## config.mk

```make
export PLATFORM = sky130hd
export DESIGN_NAME = priority_frame_skip_scheduler_core_flat
export DESIGN_NICKNAME = d
export VERILOG_FILES = /design/src/hw/rtl/pfss_pkg.sv /design/src/hw/rtl/pfss_req_if.sv /design/src/hw/rtl/pfss_rsp_if.sv /design/src/hw/rtl/pfss_cfg_if.sv /design/src/hw/rtl/priority_frame_skip_scheduler_core.sv /design/src/hw/rtl/pfss_div.sv /design/src/flat_wrapper.sv
export SDC_FILE = /design/constraint.sdc
export NUM_CORES = 1
export LEC_CHECK = 0
export ABC_AREA = 1
export BUFFER_PORTS_ARGS = -buffer_cell sky130_fd_sc_hd__clkbuf_2
export CORE_MARGIN = 2
export CORE_UTILIZATION = 63
export CTS_CLUSTER_SIZE = 8
export DETAILED_ROUTE_END_ITERATION = 10
export HOLD_SLACK_MARGIN = 0.12
export PLACE_DENSITY = 0.81
export SLEW_MARGIN = 20
export SYNTH_ARGS = -nofsm -noshare
export SYNTH_HDL_FRONTEND = slang
export SYNTH_SLANG_ARGS = --single-unit
```

## constraint.sdc

```tcl
create_clock -name clk -period 19.5 [get_ports clk]
set_input_delay 2.925 -clock clk [delete_from_list [all_inputs] [get_ports clk]]
set_output_delay 2.925 -clock clk [all_outputs]
set_load 0.02 [all_outputs]
```

## src/hw/rtl/pfss_pkg.sv

```systemverilog
// ----------------------------------------------------------------------------
// pfss_pkg
// Types and constants shared by the frame-skip scheduler core, its shared
// divider and its channel interfaces.
// ----------------------------------------------------------------------------
package pfss_pkg;

    localparam int TABLE_SLOTS  = 8;
    localparam int SLOT_W       = 3;
    localparam int FRAME_W      = 31;
    localparam int BUDGET_W     = 10;
    localparam int TOTAL_W      = 12;
    localparam int RATE_W       = 8;
    localparam int WEIGHT_W     = 16;
    localparam int CFG_IDX_W    = 3;
    localparam int CFG_DATA_W   = 64;
    localparam int CNT_W        = 32;

    // Shared divider: dividend is left-justified, STEP_W counts up to 32 steps
    localparam int DVD_W        = 32;
    localparam int DIV_W        = 16;
    localparam int STEP_W       = 6;

    localparam logic [BUDGET_W-1:0] BUDGET_RESET = 10'd30;
    localparam logic [WEIGHT_W-1:0] WEIGHT_FLOOR = 16'd26;

    // Register indexes of the configuration port
    localparam logic [CFG_IDX_W-1:0] REG_BUDGET    = 3'd0;
    localparam logic [CFG_IDX_W-1:0] REG_VALID     = 3'd1;
    localparam logic [CFG_IDX_W-1:0] REG_PRIO      = 3'd2;
    localparam logic [CFG_IDX_W-1:0] REG_RATE      = 3'd3;
    localparam logic [CFG_IDX_W-1:0] REG_WEIGHT_LO = 3'd4;
    localparam logic [CFG_IDX_W-1:0] REG_WEIGHT_HI = 3'd5;

    typedef enum logic [1:0] {
        PRIO_CRIT   = 2'd0,
        PRIO_NORMAL = 2'd1,
        PRIO_LOW    = 2'd2,
        PRIO_IDLE   = 2'd3
    } prio_t;

    typedef struct packed {
        logic              start;
        logic [DVD_W-1:0]  dividend;
        logic [DIV_W-1:0]  divisor;
        logic [STEP_W-1:0] steps;
    } div_req_t;

    typedef struct packed {
        logic              done;
        logic              busy;
        logic [DVD_W-1:0]  quotient;
        logic [DIV_W-1:0]  remainder;
    } div_rsp_t;

endpackage

```

## src/hw/rtl/pfss_req_if.sv

```systemverilog
// ----------------------------------------------------------------------------
// pfss_req_if
// Request channel: slot index and frame number.
// ----------------------------------------------------------------------------
interface pfss_req_if;
    logic                          valid;
    logic                          ready;
    logic [pfss_pkg::SLOT_W-1:0]   slot_index;
    logic [pfss_pkg::FRAME_W-1:0]  frame_number;

    modport source (output valid, output slot_index, output frame_number, input ready);
    modport sink   (input valid, input slot_index, input frame_number, output ready);
endinterface

```

## src/hw/rtl/pfss_rsp_if.sv

```systemverilog
// ----------------------------------------------------------------------------
// pfss_rsp_if
// Result channel: one process_frame decision per request.
// ----------------------------------------------------------------------------
interface pfss_rsp_if;
    logic valid;
    logic ready;
    logic process_frame;

    modport source (output valid, output process_frame, input ready);
    modport sink   (input valid, input process_frame, output ready);
endinterface

```

## src/hw/rtl/pfss_cfg_if.sv

```systemverilog
// ----------------------------------------------------------------------------
// pfss_cfg_if
// Configuration write channel: register index and write data.
// ----------------------------------------------------------------------------
interface pfss_cfg_if;
    logic                             valid;
    logic                             ready;
    logic [pfss_pkg::CFG_IDX_W-1:0]   index;
    logic [pfss_pkg::CFG_DATA_W-1:0]  data;

    modport source (output valid, output index, output data, input ready);
    modport sink   (input valid, input index, input data, output ready);
endinterface

```

## src/hw/rtl/priority_frame_skip_scheduler_core.sv

```systemverilog
// ----------------------------------------------------------------------------
// priority_frame_skip_scheduler_core
// Answers per client slot whether a frame is processed, from the slot's
// priority class, reserved rate or weight, and a per-slot frame counter.
// ----------------------------------------------------------------------------
// Short paths: an invalid slot, a zero rate or no budget left skip the divider.
// One item at a time: the radix-2 divider runs up to three divisions one bit
//   per cycle; the next item is accepted while its result is presented.
// Reset: registers take their reset values (budget 30, rest zero), slot
//   counters clear at once; no clearing pass, items are taken right away.
// ----------------------------------------------------------------------------
module priority_frame_skip_scheduler_core #(
    parameter int MAX_SLOTS = 8
) (
    input  logic        clk,
    input  logic        rst_n,
    pfss_req_if.sink    req,
    pfss_rsp_if.source  rsp,
    pfss_cfg_if.sink    cfg
);

    localparam int CNT_DEPTH = (MAX_SLOTS < pfss_pkg::TABLE_SLOTS) ? MAX_SLOTS
                                                                   : pfss_pkg::TABLE_SLOTS;
    localparam int CNT_IDX_W = (CNT_DEPTH > 1) ? $clog2(CNT_DEPTH) : 1;

    typedef enum logic [2:0] {
        ST_IDLE,
        ST_LOAD,
        ST_DECIDE,
        ST_IV,
        ST_MODF,
        ST_MODC,
        ST_DONE
    } state_t;

    // Configuration registers
    logic [pfss_pkg::BUDGET_W-1:0]    budget_reg;
    logic [pfss_pkg::TABLE_SLOTS-1:0] mask_reg;
    logic [2*pfss_pkg::TABLE_SLOTS-1:0] prio_reg;
    logic [pfss_pkg::CFG_DATA_W-1:0]  rate_reg;
    logic [pfss_pkg::CFG_DATA_W-1:0]  wlo_reg;
    logic [pfss_pkg::CFG_DATA_W-1:0]  whi_reg;
    logic [pfss_pkg::TOTAL_W-1:0]     crit_total_reg;
    logic [pfss_pkg::TOTAL_W-1:0]     crit_total_next;

    logic [pfss_pkg::CNT_W-1:0]       cnt_mem [CNT_DEPTH];
    logic                             cnt_we;

    state_t                           state_reg;
    logic [pfss_pkg::SLOT_W-1:0]      slot_reg;
    logic [pfss_pkg::FRAME_W-1:0]     frame_reg;
    logic                             crit_reg;
    logic                             ans_reg;
    logic [pfss_pkg::DIV_W-1:0]       iv_reg;
    logic [pfss_pkg::DIV_W-1:0]       remf_reg;
    logic                             out_valid_reg;
    logic                             out_val_reg;

    pfss_pkg::div_req_t               div_req_reg;
    pfss_pkg::div_rsp_t               div_rsp;

    // Per-slot lookups
    logic                             slot_ok;
    pfss_pkg::prio_t                  slot_prio;
    logic [pfss_pkg::RATE_W-1:0]      slot_rate;
    logic [pfss_pkg::WEIGHT_W-1:0]    slot_weight;
    logic [pfss_pkg::WEIGHT_W-1:0]    weight_fl;
    logic [pfss_pkg::BUDGET_W-1:0]    remain;
    logic [pfss_pkg::DIV_W-1:0]       low_mod;
    logic [pfss_pkg::DIV_W-1:0]       idle_mod;
    logic [pfss_pkg::DIV_W-1:0]       quo_iv;
    logic [pfss_pkg::CNT_W-1:0]       slot_cnt;
    logic [CNT_IDX_W-1:0]             cnt_idx;

    assign cnt_idx     = slot_reg[CNT_IDX_W-1:0];
    assign slot_cnt    = cnt_mem[cnt_idx];
    assign slot_ok     = (32'(slot_reg) < MAX_SLOTS) && mask_reg[slot_reg];
    assign slot_prio   = pfss_pkg::prio_t'(prio_reg[2*slot_reg +: 2]);
    assign slot_rate   = rate_reg[pfss_pkg::RATE_W*slot_reg +: pfss_pkg::RATE_W];
    assign slot_weight = slot_reg[2] ? whi_reg[pfss_pkg::WEIGHT_W*slot_reg[1:0] +: 16]
                                     : wlo_reg[pfss_pkg::WEIGHT_W*slot_reg[1:0] +: 16];
    assign weight_fl   = (slot_weight < pfss_pkg::WEIGHT_FLOOR) ? pfss_pkg::WEIGHT_FLOOR
                                                                : slot_weight;
    assign remain      = budget_reg - crit_total_reg[pfss_pkg::BUDGET_W-1:0];
    assign low_mod     = {5'b0, budget_reg, 1'b0};
    assign idle_mod    = {3'b0, budget_reg, 3'b0} + {5'b0, budget_reg, 1'b0};
    assign quo_iv      = (div_rsp.quotient[pfss_pkg::DIV_W-1:0] == '0)
                         ? pfss_pkg::DIV_W'(1) : div_rsp.quotient[pfss_pkg::DIV_W-1:0];

    // Sum of reserved rates over valid critical slots
    always_comb
    begin
        crit_total_next = '0;
        for (int i = 0; i < pfss_pkg::TABLE_SLOTS; i++)
        begin
            if ((i < MAX_SLOTS) && mask_reg[i]
                && (pfss_pkg::prio_t'(prio_reg[2*i +: 2]) == pfss_pkg::PRIO_CRIT))
            begin
                crit_total_next = crit_total_next
                                  + pfss_pkg::TOTAL_W'(rate_reg[pfss_pkg::RATE_W*i +: 8]);
            end
        end
    end

    assign cfg.ready = 1'b1;

    always_ff @(posedge clk or negedge rst_n)
    begin
        if (!rst_n)
        begin
            budget_reg     <= pfss_pkg::BUDGET_RESET;
            mask_reg       <= '0;
            prio_reg       <= '0;
            rate_reg       <= '0;
            wlo_reg        <= '0;
            whi_reg        <= '0;
            crit_total_reg <= '0;
        end
        else
        begin
            crit_total_reg <= crit_total_next;
            if (cfg.valid)
            begin
                unique case (cfg.index)
                    pfss_pkg::REG_BUDGET:    budget_reg <= cfg.data[pfss_pkg::BUDGET_W-1:0];
                    pfss_pkg::REG_VALID:     mask_reg   <= cfg.data[pfss_pkg::TABLE_SLOTS-1:0];
                    pfss_pkg::REG_PRIO:      prio_reg   <= cfg.data[2*pfss_pkg::TABLE_SLOTS-1:0];
                    pfss_pkg::REG_RATE:      rate_reg   <= cfg.data;
                    pfss_pkg::REG_WEIGHT_LO: wlo_reg    <= cfg.data;
                    pfss_pkg::REG_WEIGHT_HI: whi_reg    <= cfg.data;
                    default:                 ;
                endcase
            end
        end
    end

    // Slot counters advance after each critical decision with a nonzero rate
    assign cnt_we = (state_reg == ST_MODC) && div_rsp.done;

    always_ff @(posedge clk or negedge rst_n)
    begin
        if (!rst_n)
        begin
            for (int i = 0; i < CNT_DEPTH; i++)
            begin
                cnt_mem[i] <= '0;
            end
        end
        else if (cnt_we)
        begin
            cnt_mem[cnt_idx] <= slot_cnt + 1'b1;
        end
    end

    pfss_div u_div (
        .clk   (clk),
        .rst_n (rst_n),
        .req   (div_req_reg),
        .rsp   (div_rsp)
    );

    assign req.ready = (state_reg == ST_IDLE);

    always_ff @(posedge clk or negedge rst_n)
    begin
        if (!rst_n)
        begin
            state_reg     <= ST_IDLE;
            div_req_reg   <= '0;
            out_valid_reg <= 1'b0;
            out_val_reg   <= 1'b0;
            slot_reg      <= '0;
            frame_reg     <= '0;
            crit_reg      <= 1'b0;
            ans_reg       <= 1'b0;
            iv_reg        <= '0;
            remf_reg      <= '0;
        end
        else
        begin
            div_req_reg.start <= 1'b0;
            if (out_valid_reg && rsp.ready)
            begin
                out_valid_reg <= 1'b0;
            end

            unique case (state_reg)
                ST_IDLE:
                begin
                    if (req.valid)
                    begin
                        slot_reg  <= req.slot_index;
                        frame_reg <= req.frame_number;
                        state_reg <= ST_LOAD;
                    end
                end

                // Let the critical total settle after a last register write
                ST_LOAD:
                begin
                    state_reg <= ST_DECIDE;
                end

                ST_DECIDE:
                begin
                    crit_reg <= 1'b0;
                    if (!slot_ok)
                    begin
                        ans_reg   <= 1'b1;
                        state_reg <= ST_DONE;
                    end
                    else
                    begin
                        unique case (slot_prio)
                            pfss_pkg::PRIO_CRIT:
                            begin
                                if (slot_rate == '0)
                                begin
                                    ans_reg   <= 1'b1;
                                    state_reg <= ST_DONE;
                                end
                                else
                                begin
                                    crit_reg             <= 1'b1;
                                    div_req_reg.start    <= 1'b1;
                                    div_req_reg.dividend <= {budget_reg, 22'b0};
                                    div_req_reg.divisor  <= {8'b0, slot_rate};
                                    div_req_reg.steps    <= pfss_pkg::STEP_W'(10);
                                    state_reg            <= ST_IV;
                                end
                            end
                            pfss_pkg::PRIO_NORMAL:
                            begin
                                if ({2'b00, budget_reg} <= crit_total_reg)
                                begin
                                    ans_reg   <= 1'b0;
                                    state_reg <= ST_DONE;
                                end
                                else
                                begin
                                    div_req_reg.start    <= 1'b1;
                                    div_req_reg.dividend <= {remain, 8'b0, 14'b0};
                                    div_req_reg.divisor  <= weight_fl;
                                    div_req_reg.steps    <= pfss_pkg::STEP_W'(18);
                                    state_reg            <= ST_IV;
                                end
                            end
                            pfss_pkg::PRIO_LOW,
                            pfss_pkg::PRIO_IDLE:
                            begin
                                // A zero budget leaves the frame unreduced
                                if (budget_reg == '0)
                                begin
                                    ans_reg   <= (frame_reg == '0);
                                    state_reg <= ST_DONE;
                                end
                                else
                                begin
                                    div_req_reg.start    <= 1'b1;
                                    div_req_reg.dividend <= {frame_reg, 1'b0};
                                    div_req_reg.divisor  <= (slot_prio == pfss_pkg::PRIO_LOW)
                                                            ? low_mod : idle_mod;
                                    div_req_reg.steps    <= pfss_pkg::STEP_W'(31);
                                    state_reg            <= ST_MODF;
                                end
                            end
                            default:
                            begin
                                state_reg <= ST_DONE;
                            end
                        endcase
                    end
                end

                ST_IV:
                begin
                    if (div_rsp.done)
                    begin
                        iv_reg               <= quo_iv;
                        div_req_reg.start    <= 1'b1;
                        div_req_reg.dividend <= {frame_reg, 1'b0};
                        div_req_reg.divisor  <= quo_iv;
                        div_req_reg.steps    <= pfss_pkg::STEP_W'(31);
                        state_reg            <= ST_MODF;
                    end
                end

                ST_MODF:
                begin
                    if (div_rsp.done)
                    begin
                        if (crit_reg)
                        begin
                            remf_reg             <= div_rsp.remainder;
                            div_req_reg.start    <= 1'b1;
                            div_req_reg.dividend <= slot_cnt;
                            div_req_reg.divisor  <= iv_reg;
                            div_req_reg.steps    <= pfss_pkg::STEP_W'(32);
                            state_reg            <= ST_MODC;
                        end
                        else
                        begin
                            ans_reg   <= (div_rsp.remainder == '0);
                            state_reg <= ST_DONE;
                        end
                    end
                end

                ST_MODC:
                begin
                    if (div_rsp.done)
                    begin
                        ans_reg   <= (div_rsp.remainder == remf_reg);
                        state_reg <= ST_DONE;
                    end
                end

                // Hold the answer until the output register is free
                ST_DONE:
                begin
                    if (!out_valid_reg || rsp.ready)
                    begin
                        out_valid_reg <= 1'b1;
                        out_val_reg   <= ans_reg;
                        state_reg     <= ST_IDLE;
                    end
                end

                default:
                begin
                    state_reg <= ST_IDLE;
                end
            endcase
        end
    end

    assign rsp.valid         = out_valid_reg;
    assign rsp.process_frame = out_val_reg;

    // Divider completions arrive only while the sequencer waits on one
    a_done_in_wait: assert property (@(posedge clk) disable iff (!rst_n)
        div_rsp.done |-> (state_reg == ST_IV) || (state_reg == ST_MODF)
                         || (state_reg == ST_MODC))
        else $error("divider finished outside a wait state");

    // A new division never starts on top of a running one
    a_no_overlap: assert property (@(posedge clk) disable iff (!rst_n)
        div_req_reg.start |-> !div_rsp.busy)
        else $error("divider restarted while busy");

    // Counters only move for a valid critical slot with a nonzero rate
    a_cnt_crit: assert property (@(posedge clk) disable iff (!rst_n)
        cnt_we |-> crit_reg && slot_ok && (slot_prio == pfss_pkg::PRIO_CRIT)
                   && (slot_rate != '0))
        else $error("slot counter written for a non-critical item");

endmodule

```

## src/hw/rtl/pfss_div.sv

```systemverilog
// ----------------------------------------------------------------------------
// pfss_div
// Radix-2 restoring divider, one quotient bit per cycle. The dividend comes
// left-justified and only the given number of steps is run.
// ----------------------------------------------------------------------------
module pfss_div (
    input  logic               clk,
    input  logic               rst_n,
    input  pfss_pkg::div_req_t req,
    output pfss_pkg::div_rsp_t rsp
);

    logic                        busy_reg;
    logic                        done_reg;
    logic [pfss_pkg::STEP_W-1:0] cnt_reg;
    logic [pfss_pkg::DVD_W-1:0]  quo_reg;
    logic [pfss_pkg::DIV_W-1:0]  rem_reg;
    logic [pfss_pkg::DIV_W-1:0]  dvs_reg;

    logic [pfss_pkg::DIV_W:0]    trial;
    logic [pfss_pkg::DIV_W+1:0]  diff;
    logic                        fits;
    logic [pfss_pkg::DIV_W-1:0]  rem_next;
    logic [pfss_pkg::DVD_W-1:0]  quo_next;

    // Shift the next dividend bit into the partial remainder and try a subtract
    assign trial    = {rem_reg, quo_reg[pfss_pkg::DVD_W-1]};
    assign diff     = {1'b0, trial} - {2'b00, dvs_reg};
    assign fits     = !diff[pfss_pkg::DIV_W+1];
    assign rem_next = fits ? diff[pfss_pkg::DIV_W-1:0] : trial[pfss_pkg::DIV_W-1:0];
    assign quo_next = {quo_reg[pfss_pkg::DVD_W-2:0], fits};

    always_ff @(posedge clk or negedge rst_n)
    begin
        if (!rst_n)
        begin
            busy_reg <= 1'b0;
            done_reg <= 1'b0;
            cnt_reg  <= '0;
        end
        else
        begin
            done_reg <= 1'b0;
            if (req.start)
            begin
                busy_reg <= 1'b1;
                cnt_reg  <= req.steps;
            end
            else if (busy_reg)
            begin
                cnt_reg <= cnt_reg - 1'b1;
                if (cnt_reg == pfss_pkg::STEP_W'(1))
                begin
                    busy_reg <= 1'b0;
                    done_reg <= 1'b1;
                end
            end
        end
    end

    always_ff @(posedge clk)
    begin
        if (req.start)
        begin
            quo_reg <= req.dividend;
            rem_reg <= '0;
            dvs_reg <= req.divisor;
        end
        else if (busy_reg)
        begin
            quo_reg <= quo_next;
            rem_reg <= rem_next;
        end
    end

    assign rsp.done      = done_reg;
    assign rsp.busy      = busy_reg;
    assign rsp.quotient  = quo_reg;
    assign rsp.remainder = rem_reg;

endmodule
```

## src/flat_wrapper.sv

```systemverilog
// flat-port wrapper written by rule: the top's interface ports become plain ports
module priority_frame_skip_scheduler_core_flat 
#(
    parameter int MAX_SLOTS = 8
)
  (clk, rst_n, req_valid, req_slot_index, req_frame_number, req_ready, rsp_valid, rsp_process_frame, rsp_ready, cfg_valid, cfg_index, cfg_data, cfg_ready);
  pfss_req_if req_i ();
  pfss_rsp_if rsp_i ();
  pfss_cfg_if cfg_i ();
  input  logic clk;
  input  logic rst_n;
  input wire logic [$bits(req_i.valid)-1:0] req_valid;
  input wire logic [$bits(req_i.slot_index)-1:0] req_slot_index;
  input wire logic [$bits(req_i.frame_number)-1:0] req_frame_number;
  output wire logic [$bits(req_i.ready)-1:0] req_ready;
  output wire logic [$bits(rsp_i.valid)-1:0] rsp_valid;
  output wire logic [$bits(rsp_i.process_frame)-1:0] rsp_process_frame;
  input wire logic [$bits(rsp_i.ready)-1:0] rsp_ready;
  input wire logic [$bits(cfg_i.valid)-1:0] cfg_valid;
  input wire logic [$bits(cfg_i.index)-1:0] cfg_index;
  input wire logic [$bits(cfg_i.data)-1:0] cfg_data;
  output wire logic [$bits(cfg_i.ready)-1:0] cfg_ready;
  assign req_i.valid = req_valid;
  assign req_i.slot_index = req_slot_index;
  assign req_i.frame_number = req_frame_number;
  assign req_ready = req_i.ready;
  assign rsp_valid = rsp_i.valid;
  assign rsp_process_frame = rsp_i.process_frame;
  assign rsp_i.ready = rsp_ready;
  assign cfg_i.valid = cfg_valid;
  assign cfg_i.index = cfg_index;
  assign cfg_i.data = cfg_data;
  assign cfg_ready = cfg_i.ready;
  priority_frame_skip_scheduler_core #(.MAX_SLOTS(MAX_SLOTS)) u_core (.clk(clk), .rst_n(rst_n), .req(req_i), .rsp(rsp_i), .cfg(cfg_i));
endmodule
```

# Word level (Yosys, flattened, before mapping)
# Index checks and enable logic that the tools add are counted.
# word_totals
register_bits	694
output_inout_bits	4
word_cells	200
# op_classes
add_sub_neg	12
order_cmp	5
eq_ne	30
shifts	4
mux	67
n_bitwise	1
reduce_logical	47
# op_table
op	n
$mux W55	7
$pmux W55 S3	2
$bwmux W256	1
$mux W32	5
$shiftx A64 B7 Y16	2
$bmux W32 S3	1
$demux W32 S3	1
$add A12 B8 Y12	7
$mux W12	7
$mux W16	5
$shiftx A64 B7 Y8	1
$add A32 B1 Y32 const B	1
$logic_not A16 Y1	2
$logic_not A31 Y1	1
$mux W3	8
$pmux W3 S7	1
$mux W1	20
$logic_not A2 Y1	9
$reduce_and A2 Y1	9
$sub A17 B16 Y18	1
$eq A16 B16 Y1	1
$lt A16 B5 Y1 const B	1
$shiftx A16 B5 Y2	1
$eq A3 B3 Y1 const B	5
other kinds (36)	67

# Longest topological paths before layout
# depth
ltp_word	17
ltp_mapped	57
depth_no_buf	57

# By module
# From an unflattened synthesis, not the netlist that was laid out.
# unflattened
hier_cells	4560
area_unflattened_um2	36276.0
# modules_own_cells
module	instances	cells_each	area_per_inst_um2	seq_area_each_um2
priority_frame_skip_scheduler_core	1	4040	32122.1	15544.9
pfss_div	1	520	4154.0	1961.9

# Worst setup path after synthesis
# Ideal clock, no wire load.
# synth_path
path_kind	register to register
startpoint	reg u_core.prio_reg[0] (netlist name)
endpoint	reg u_core.crit_total_reg[11] (netlist name)
setup_ps	113
t_arrival_ps	7534
required_ps	19387
setup_slack_ps	11853
stages_incl_launch_ff	46
period_less_slack_ps	7647
path_cell_list	dfrtp_1 -> nor2_1 -> nand2_1 -> nor2_1 -> ha_1 -> inv_1 -> fa_1 -> nand2_1 -> o21ai_1 -> inv_1 -> fa_1 -> inv_1 -> o21ai_1 -> inv_1 -> fa_1 -> o21ai_1 -> inv_1 -> fa_1 -> [10 not listed] -> nand2_1 -> ha_1 -> nand2_1 -> o21a_1 -> or2_2 -> nand2_1 -> nand2_1 -> and2_1 -> ha_1 -> inv_1 -> o21ai_0 -> nand2_1 -> a21oi_1 -> nand3_1 -> nor2_1 -> nand3_1 -> nand2_1 -> inv_1
# synth_via
elab_chain_len	17
# synth_rtl
item	line_no	rtl
start, declared	priority_frame_skip_scheduler_core.sv:39	logic [2*pfss_pkg::TABLE_SLOTS-1:0] prio_reg;
start signal, assigned	priority_frame_skip_scheduler_core.sv:127	pfss_pkg::REG_PRIO: prio_reg <= cfg.data[2*pfss_pkg::TABLE_SLOTS-1:0];
$logic_not A2 Y1 *	priority_frame_skip_scheduler_core.sv:97	&& (pfss_pkg::prio_t'(prio_reg[2*i +: 2]) == pfss_pkg::PRIO_CRIT))
$logic_and A1 B1 Y1 *	priority_frame_skip_scheduler_core.sv:97	
$mux W8 *	priority_frame_skip_scheduler_core.sv:96	if ((i < MAX_SLOTS) && mask_reg[i]
$add A12 B8 Y12	priority_frame_skip_scheduler_core.sv:100	+ pfss_pkg::TOTAL_W'(rate_reg[pfss_pkg::RATE_W*i +: 8]);
$mux W12 *	priority_frame_skip_scheduler_core.sv:96	
$add A12 B8 Y12	priority_frame_skip_scheduler_core.sv:100	
$mux W12 *	priority_frame_skip_scheduler_core.sv:96	
$add A12 B8 Y12	priority_frame_skip_scheduler_core.sv:100	
[2 not listed]	-	
$mux W12 *	priority_frame_skip_scheduler_core.sv:96	
$add A12 B8 Y12	priority_frame_skip_scheduler_core.sv:100	
$mux W12 *	priority_frame_skip_scheduler_core.sv:96	
$add A12 B8 Y12	priority_frame_skip_scheduler_core.sv:100	
$mux W12 *	priority_frame_skip_scheduler_core.sv:96	
$add A12 B8 Y12	priority_frame_skip_scheduler_core.sv:100	
$mux W12 *	priority_frame_skip_scheduler_core.sv:96	
via u_core.crit_total_next (one bit)	priority_frame_skip_scheduler_core.sv:44	logic [pfss_pkg::TOTAL_W-1:0] crit_total_next;
end signal, assigned	priority_frame_skip_scheduler_core.sv:121	crit_total_reg <= crit_total_next;
end, declared	priority_frame_skip_scheduler_core.sv:43	logic [pfss_pkg::TOTAL_W-1:0] crit_total_reg;
# The timed path passes the listed nets; every way through them passes the cells marked *.
# A chain may end at the register's enable or synchronous reset.

# Final worst setup path
# layout_path
startpoint	reg u_core.prio_reg[1] (netlist name)
endpoint	reg u_core.crit_total_reg[11] (netlist name)
# Same word-level chain as after synthesis.

==> summary.txt <==
Detailed routing
  – Wirelength per Cell: between 20 and 25 um
  – DR vias: roughly 32000
  – Vias/cell: 6.09
  – Routed Antenna Nets: 0
  – DRT iter0 DRCs: 4135
  – Initial DRT Pass Iterations: 7
  – DRC errors left: 0
  – Final wirelength: 113000 um

Worst setup path
  – CP Capture Type: register
  – Kind of critical path: reg -> reg
  – CP Launch Type: register
  – Worst setup path end: u_core.crit_total_reg[11]
  – Crit-path max cell delay: 0.51 ns
  – Worst path most repeated cell: nand2_1
  – CP arrival: 9.41 ns
  – CP required: 20.04 ns
  – Internal reg-to-reg setup slack: about 11 ns
  – Reg2Reg Depth: 45
  – CP startpoint: u_core.prio_reg[1]
  – CP Max Fanout: 8
  – FF-to-FF End: u_core.crit_total_reg[11]
  – Slowest CP cell: fa_1
  – Worst r2r src: u_core.prio_reg[1]

GRT
  – Largest net degree at the start of global routing: 129
  – Antenna violations before repair: 2
  – Met1 usage: 51.2%
  – Met3 Track Usage GR: 9.35%
  – First-pass GRT wire length: about 170000 um
  – Total grt overflow: 0
  – Tot GR Track Use: 38.0%
  – Met2 Use GR: 58.0%
  – Vias in the first global route: a little over 30000
  – GR peak layer: met2

Run
  – Max-cap violations: 0

CTS
  – Resized cells post-CTS: 0
  – CTS root buf: clkbuf_16
  – Clk Latency, worst-skew pair: 0.66 ns
  – Post-CTS Setup Repair Bufs: 0
  – TritonCTS clock tree: yes
  – Clock transition at path regs: 0.06 ns
  – CTS buffer count: between 90 and 100
  – Hold-fix buffers at CTS: 0
  – Maximum root-to-sink buffer count: 3
  – Clock net sink count: 693
  – H-tree levels: 3

Die
  – Die Span X: 244 um
  – Die Height: 244 um
  – Core Region: 57400 um2
  – I/O pin cnt: 110
  – Die area: 59700 um2
  – Row cnt: 88
  – Starting Density: 63.4%

Synth
  – Post-Synthesis Net Count: 4650
  – Number of warnings issued by yosys: 0
  – Syn Area/Cell: 8.19 um2
  – Prevailing post-synth register cell: dfrtp_1
  – Synth async-reset ratio: about nine tenths
  – Syn Inst Count: 4442
  – Flops & latches, synth: 693
  – Post-synth EDFFs: 48
  – Library cells used by synthesis: 77
  – Area of the mapped netlist: 36400 um2
  – Sequential area share after synthesis: between 40 and 50%

Status
  – Outcome: finished, final reports clean

Hold path
  – Hold Crit Class: reg -> reg

Final layout
  – N_diodes: 0
  – Most frequent cells in the layout: nand2_1, dfrtp_1, o21ai_0
  – Area growth syn-to-layout: 9.64%
  – Max FFs per register: approximately 260
  – Fillers: 4529
  – Cell Count, Final, Fillers Out: 5278
  – Share of cells above drive strength 1: 9.35%
  – Most flops, register: u_core.cnt_mem
  – Final net count: 4693
  – Commonest non-fill, non-tap cell in the layout: nand2_1

Placed design
  – RePlAce Congestion: 0.997
  – Placed cells: 5152
  – Port Buffers: 108
  – Placed wire-length estimate: 75700 um

Timing
  – Clock Skew: 0.0233 ns
  – TNS Setup: 0 ns
  – RSZ-0062 raised after global routing: false
  – Crit share post-route: 45.5%
  – Tmin final: a little under 9 ns
  – Worst-Margin Slew: 0.993 ns
  – Hold Violations, Final: 0
  – Max-slew headroom: 33.8%
  – Max Fclk: 113 MHz
  – Hold WS: 0.440 ns
  – # setup viols final: 0
  – Final Max Slew Viols: 0

Pwr
  – Maximum vdd drop: ~0.12 mV
  – Leak: 19.3 nW
  – Pwr dens: 134 nW/um2
-- kinds of logic (layout without fill, tap and decap cells) --
group,after synthesis,after routing,synth area share (%)
buf+inv,658,729,7.45
simple gates,1877,1877,21.6
mux,5,5,0.155
compound gates,1017,1017,16.3
other cells,1,1,0.0103
fa+ha+maj,102,102,3.71
xor+xnor,89,89,2.65
flops,693,693,48.1
-- metal layers --
| metal | vias up | routed length (um) |
|---|---|---|
| met5 | - | 5 |
| met4 | 2 | 5890 |
| met3 | 394 | 12500 |
| met2 | 1803 | 50200 |
| met1 | 15200 | 44300 |
| li1 | 14700 | - |
-- power by group --
group / switching [mW] / internal (mW)
Sequential: 0.212 / 1.74
Combinational: 1.30 / 0.572
Clock: 0.605 / 0.905
Total: 2.12 / 3.22
-- worst min-delay path by stage --
stage                                       from                       end  slack, ns  depth (start not counted)
after floorplan            u_core.div_req_reg[6]   u_core.u_div.dvs_reg[0]       0.43                          0
after global placement    u_core.div_req_reg[14]   u_core.u_div.dvs_reg[8]       0.43                          0
after detailed placement  u_core.div_req_reg[20]  u_core.u_div.dvs_reg[14]       0.43                          0
after CTS                 u_core.div_req_reg[20]  u_core.u_div.dvs_reg[14]       0.44                          0
after global routing      u_core.div_req_reg[13]   u_core.u_div.dvs_reg[7]       0.46                          0
final                     u_core.div_req_reg[20]  u_core.u_div.dvs_reg[14]       0.44                          0
-- per-stage QoR --
step / area, um2 / utilization (%) / setup slack, ns / total power, mW
6_report: 39900 / 69.5 / 10.63 / 5.34
5_1_grt: 39900 / 69.5 / 9.81 / 5.60
4_1_cts: 39900 / 69.5 / 10.72 / 5.28
3_5_place_dp: 37300 / 65.0 / 10.76 / 3.77
3_3_place_gp: 37300 / 65.0 / 10.93 / 3.72
2_1_floorplan: 36400 / - / 11.85 / 3.19
-- layout make-up --
type	instances	area, um2	area share, %
well taps	765	957	2.40
inverters	453	1710	4.28
repair buffers	150	881	2.21
multi-input cells	3091	16200	40.7
clock inverters	2	28.8	0.0721
clock buffers	124	2580	6.47
flip-flops and latches	693	17500	43.9
-- Yosys cell counts (23+ instances only) --
cell      count  share of area (%)
o21ai_1      57               0.78
a221oi_1     27               0.65
edfxtp_1     48                4.0
a22oi_1      48               0.99
o211ai_1     29               0.60
dfrtp_1     625                 43
nor2_1      236                2.4
inv_1       431                4.4
xnor2_1      30               0.72
clkbuf_1    149                1.5
ha_1         92                3.2
nand2_1    1350                 14
o21ai_0     524                7.2
nor3_1       23               0.32
a21oi_1     140                1.9
nand3_1     112                1.5
xor2_1       39               0.94
nand4_1      45               0.77
o22ai_1      92                1.6
-- critical path: cells and delay by family, from the launching register on --
family / cells / cell delay [ns]
adders and majority gates: 8 / 3.04
and+or+nand+nor: 17 / 2.37
AOI/OAI and AO/OA: 10 / 2.19
buffers and inverters: 8 / 0.57
DFF: 1 / 0.40
xor gates and xnor gates: 2 / 0.19
(Power assumes the default switching activity.)
